### src/sv/bmhq_pkg.sv
// ---------------------------------------------------------------------------
// bmhq_pkg
// Shared types and constants for the min-priority queue and its cell row.
// ---------------------------------------------------------------------------
package bmhq_pkg;

    localparam int DEPTH   = 64;
    localparam int KEY_W   = 32;
    localparam int COUNT_W = $clog2(DEPTH + 1);

    localparam logic [COUNT_W-1:0] DEPTH_CNT = COUNT_W'(DEPTH);

    typedef enum logic [0:0] {
        FUNC_INSERT = 1'b0,
        FUNC_REMOVE = 1'b1
    } func_t;

    typedef enum logic [1:0] {
        STATUS_OK    = 2'd0,
        STATUS_EMPTY = 2'd1,
        STATUS_FULL  = 2'd2
    } status_t;

    // command broadcast to every cell of the row
    typedef struct packed {
        logic             ins;
        logic             rem;
        logic [KEY_W-1:0] key;
    } cell_cmd_t;

endpackage

### src/sv/bmhq_cell.sv
// ---------------------------------------------------------------------------
// bmhq_cell
// One slot of the sorted key row: keeps its key, takes the new key or its
// left neighbor's key on insert, and its right neighbor's key on remove.
// ---------------------------------------------------------------------------
module bmhq_cell
    import bmhq_pkg::*;
(
    input  logic             clk,
    input  logic             rst_n,
    input  cell_cmd_t        cmd,
    input  logic [KEY_W-1:0] left_key,
    input  logic             left_le,
    input  logic             left_occ,
    input  logic [KEY_W-1:0] right_key,
    input  logic             right_occ,
    output logic [KEY_W-1:0] key,
    output logic             occ,
    output logic             le
);

    logic [KEY_W-1:0] key_reg;
    logic [KEY_W-1:0] key_next;
    logic             occ_reg;
    logic             occ_next;

    // this slot holds a key no larger than the one being inserted
    assign le = occ_reg && ($signed(key_reg) <= $signed(cmd.key));

    always_comb
    begin
        key_next = key_reg;
        occ_next = occ_reg;
        if (cmd.rem)
        begin
            key_next = right_key;
            occ_next = right_occ;
        end
        else if (cmd.ins && !le)
        begin
            if (left_le)
            begin
                // new key lands here
                key_next = cmd.key;
                occ_next = 1'b1;
            end
            else
            begin
                // shift one slot to the right
                key_next = left_key;
                occ_next = left_occ;
            end
        end
    end

    always_ff @(posedge clk or negedge rst_n)
    begin
        if (!rst_n)
        begin
            occ_reg <= 1'b0;
        end
        else
        begin
            occ_reg <= occ_next;
        end
    end

    always_ff @(posedge clk)
    begin
        key_reg <= key_next;
    end

    assign key = key_reg;
    assign occ = occ_reg;

endmodule
### config.mk
export PLATFORM = sky130hd
export DESIGN_NAME = bmhq_cell
export DESIGN_NICKNAME = d
export VERILOG_FILES = /design/src/sv/bmhq_pkg.sv /design/src/sv/bmhq_cell.sv
export SDC_FILE = /design/constraint.sdc
export NUM_CORES = 1
export LEC_CHECK = 0
export ABC_AREA = 0
export BUFFER_PORTS_ARGS = -buffer_cell sky130_fd_sc_hd__buf_4
export CAP_MARGIN = 20
export CORE_MARGIN = 1.5
export CORE_UTILIZATION = 45
export DETAILED_ROUTE_END_ITERATION = 12
export PLACE_DENSITY_LB_ADDON = 0.3
export RECOVER_POWER = 100
export SLEW_MARGIN = 15
export SYNTH_ARGS = -nofsm -noshare
export SYNTH_HDL_FRONTEND = slang
export SYNTH_SLANG_ARGS = --single-unit
### constraint.sdc
create_clock -name clk -period 5.08 [get_ports clk]
set_clock_uncertainty 0.2 [all_clocks]
set_input_delay 0.254 -clock clk [delete_from_list [all_inputs] [get_ports clk]]
set_output_delay 0.254 -clock clk [all_outputs]
set_load 0.05 [all_outputs]
==> metrics.txt <==
crit path DAT=3.88 ns; CTS resizes=0; starting DRC count in detailed routing=100; Clk Latency, worst-skew pair=0.29 ns; nets@finish=535; VDD IR max=0.1321 mV; DPL Wire Length=5314 um; Max Buffers Root-to-Sink=2; Die Area=6072 sq um; Power Density=264.4 nW/um^2; final setup fails=0; Max transition margin=-0.6086; clock slew seen by the registers of the worst setup and hold paths=0.07 ns; vias per cell=5.104; # rows=27; design area=3565 sq um; GR Overflow Total=0; fmax=0.2443 GHz; DR pass1 iterations=4; Yosys cell types=31; min Tclk post-route=4.093 ns; Routed WL=6676 um; setup TNS=0 ns; RSZ-0062 raised after global routing=no; fin. max-slew vios=54; Area Growth Syn to Fin=41.11%; met1 GRT Util=0.2741; Yosys top cell area share=0.3804; via total after detailed routing=2,414; GRT Util Overall=0.2216; synthesized netlist cell count=266; WP buf/inv=1; Max-Cap Viols=2; area of the mapped netlist=2526 sq um; Critical Path RT=4.87 ns; H-tree Lvls=2; post-synth top area cell=edfxtp_1; M2 GR Usage=0.3817; Worst-Margin Slew=2.413 ns; Crit Path Category=reg -> reg; first-pass GRT wire length=10,700 um; most numerous cell in the Yosys netlist=nand2_1; Crit path largest cell delay=1.34 ns; IO Port Bufs=136; number of inserted diodes=0; die height=77.93 um; clk sinks=33; share of cells above drive strength 1=0.2868; post-synthesis area per instance=9.497 sq um; Final Hold Fails=0; violated checks=max-capacitance violations, max-slew violations; number of flip-flops in the largest register=32; most area-consuming cells after synthesis=edfxtp_1 38%, ha_1 16%, mux2i_1 13%; commonest register cell after synthesis=edfxtp_1; DRT antenna net count=0; Avg WL per Cell=14.11 um; initial core utilization=0.4616; CTS tree=built; routability cong.=0.7721; most frequent cells after synthesis=37 x nand2_1, 36 x inv_1, 35 x o21ai_0; number of synthesized flops with an enable pin=32; GRT Max-Usage Layer=met2; status=finished, violations left; largest net degree at the start of global routing=69; Hold Crit Class=in -> reg; CP Cell Sequence=ha_1 -> nand4_1 -> nor4_2 -> o41a_1 -> nor3_1 -> o31ai_2 -> buf_4; DRC Markers=0; crit path capture type=flop; Yosys reg bits=33; initial antenna violation count=0; Pleak=1.767 nW; met3 usage=0.04706; yosys warns=0; Top delay family on crit path=compound AO/OA/AOI/OAI gates; largest fanout on the critical path=19; I/O pins=137; register area share after synthesis=0.3903; root buffer cell=clkbuf_8; slowest CP cell=o31ai_2; FFs w/ async S/R, synth=0.03030; Syn Nets=401; CTS buffer count=5; Die Wd=77.93 um; Startpoint Class=flop; number of global-route vias before repair=2,365; Tcrit/Tclk final=0.8056; CORE AREA=5473 sq um; placed cell areas=3613 sq um
## cells in the final DEF, fill, tap and decap left out, drive strengths merged, types with 2 or more instances in the layout
| cell | count |
|---|---|
| inv | 36 |
| nor3 | 3 |
| a21oi | 15 |
| clkbuf | 41 |
| mux2i | 32 |
| nand4 | 8 |
| nand2 | 37 |
| nor2 | 4 |
| a21o | 3 |
| o21ai | 35 |
| buf | 102 |
| ha | 32 |
| clkinv | 2 |
| edfxtp | 32 |
| nand3 | 3 |
## path summary, 6_finish.rpt
check | startpoint | endpoint | slack, ns | depth (start not counted)
min | right_key[5] | key[5] | 0.04 | 3
min reg2reg | occ | occ | 0.61 | 3
min in group asynchronous | rst_n | occ | 0.09 | 2
max | key[31] | key[5] | 0.99 | 7
max reg2reg | key[31] | key[5] | 0.99 | 7
max in group asynchronous | rst_n | occ | 4.50 | 2
## cell families after synthesis
family,count (synthesis),share of synthesized area
compound gates,62,0.1422
simple gates,60,0.1109
buf+inv,47,0.07132
flops,33,0.3903
mux,32,0.1268
fa+ha+maj,32,0.1585
## final cells by class
type / count / area (sq um)
flip-flops and latches: 33 / 985.9
well taps: 72 / 90.09
fillers: 513 / 1908
clock buffers: 6 / 72.57
repair buffers: 138 / 910.9
multi-input cells: 186 / 1360
clock inverters: 2 / 10.01
inverters: 36 / 135.1
## power breakdown
group | internal, mW | switching, mW | leakage (nW)
Sequential | 0.345 | 0.0198 | 0.342
Combinational | 0.132 | 0.252 | 1.38
Clock | 0.0949 | 0.0983 | 0.0450
## metal layers
| layer | share of wire | up-vias | wire (um) |
|---|---|---|---|
| met2 | 0.51 | 77 | 3385 |
| met4 | 0.018 | 0 | 123 |
| li1 | - | 1223 | - |
| met1 | 0.42 | 1102 | 2821 |
| met5 | 0 | - | 0 |
| met3 | 0.052 | 12 | 347 |
## worst register-to-register path, stage by stage (launching register included)
cell and delay, ns:
edfxtp_1 0.40, ha_1 0.36, nand4_1 0.24, nor4_2 0.47
o41a_1 0.25, nor3_1 0.09, o31ai_2 1.34, buf_4 0.43
## what timing repair did
item,in CTS,in global routing
hold endpoints to repair,1,0
setup buffers,0,0
hold buffers,1,0
## per-stage QoR
step                  util  total power, mW  std cells  setup slack (ns)  hold WS, ns
global placement    0.6603           0.7729        464             1.694      -0.1663
floorplan                -           0.6240        266            0.2007      -0.2416
detailed placement  0.6603           0.7858        464             1.540      -0.1673
finish              0.6513           0.9425        473            0.9874      0.04315
CTS                 0.6772           0.9809        473             1.527      0.03515
global route        0.6513           0.9971        473            0.7093      0.05339
Power figures use the tool's default switching activity.
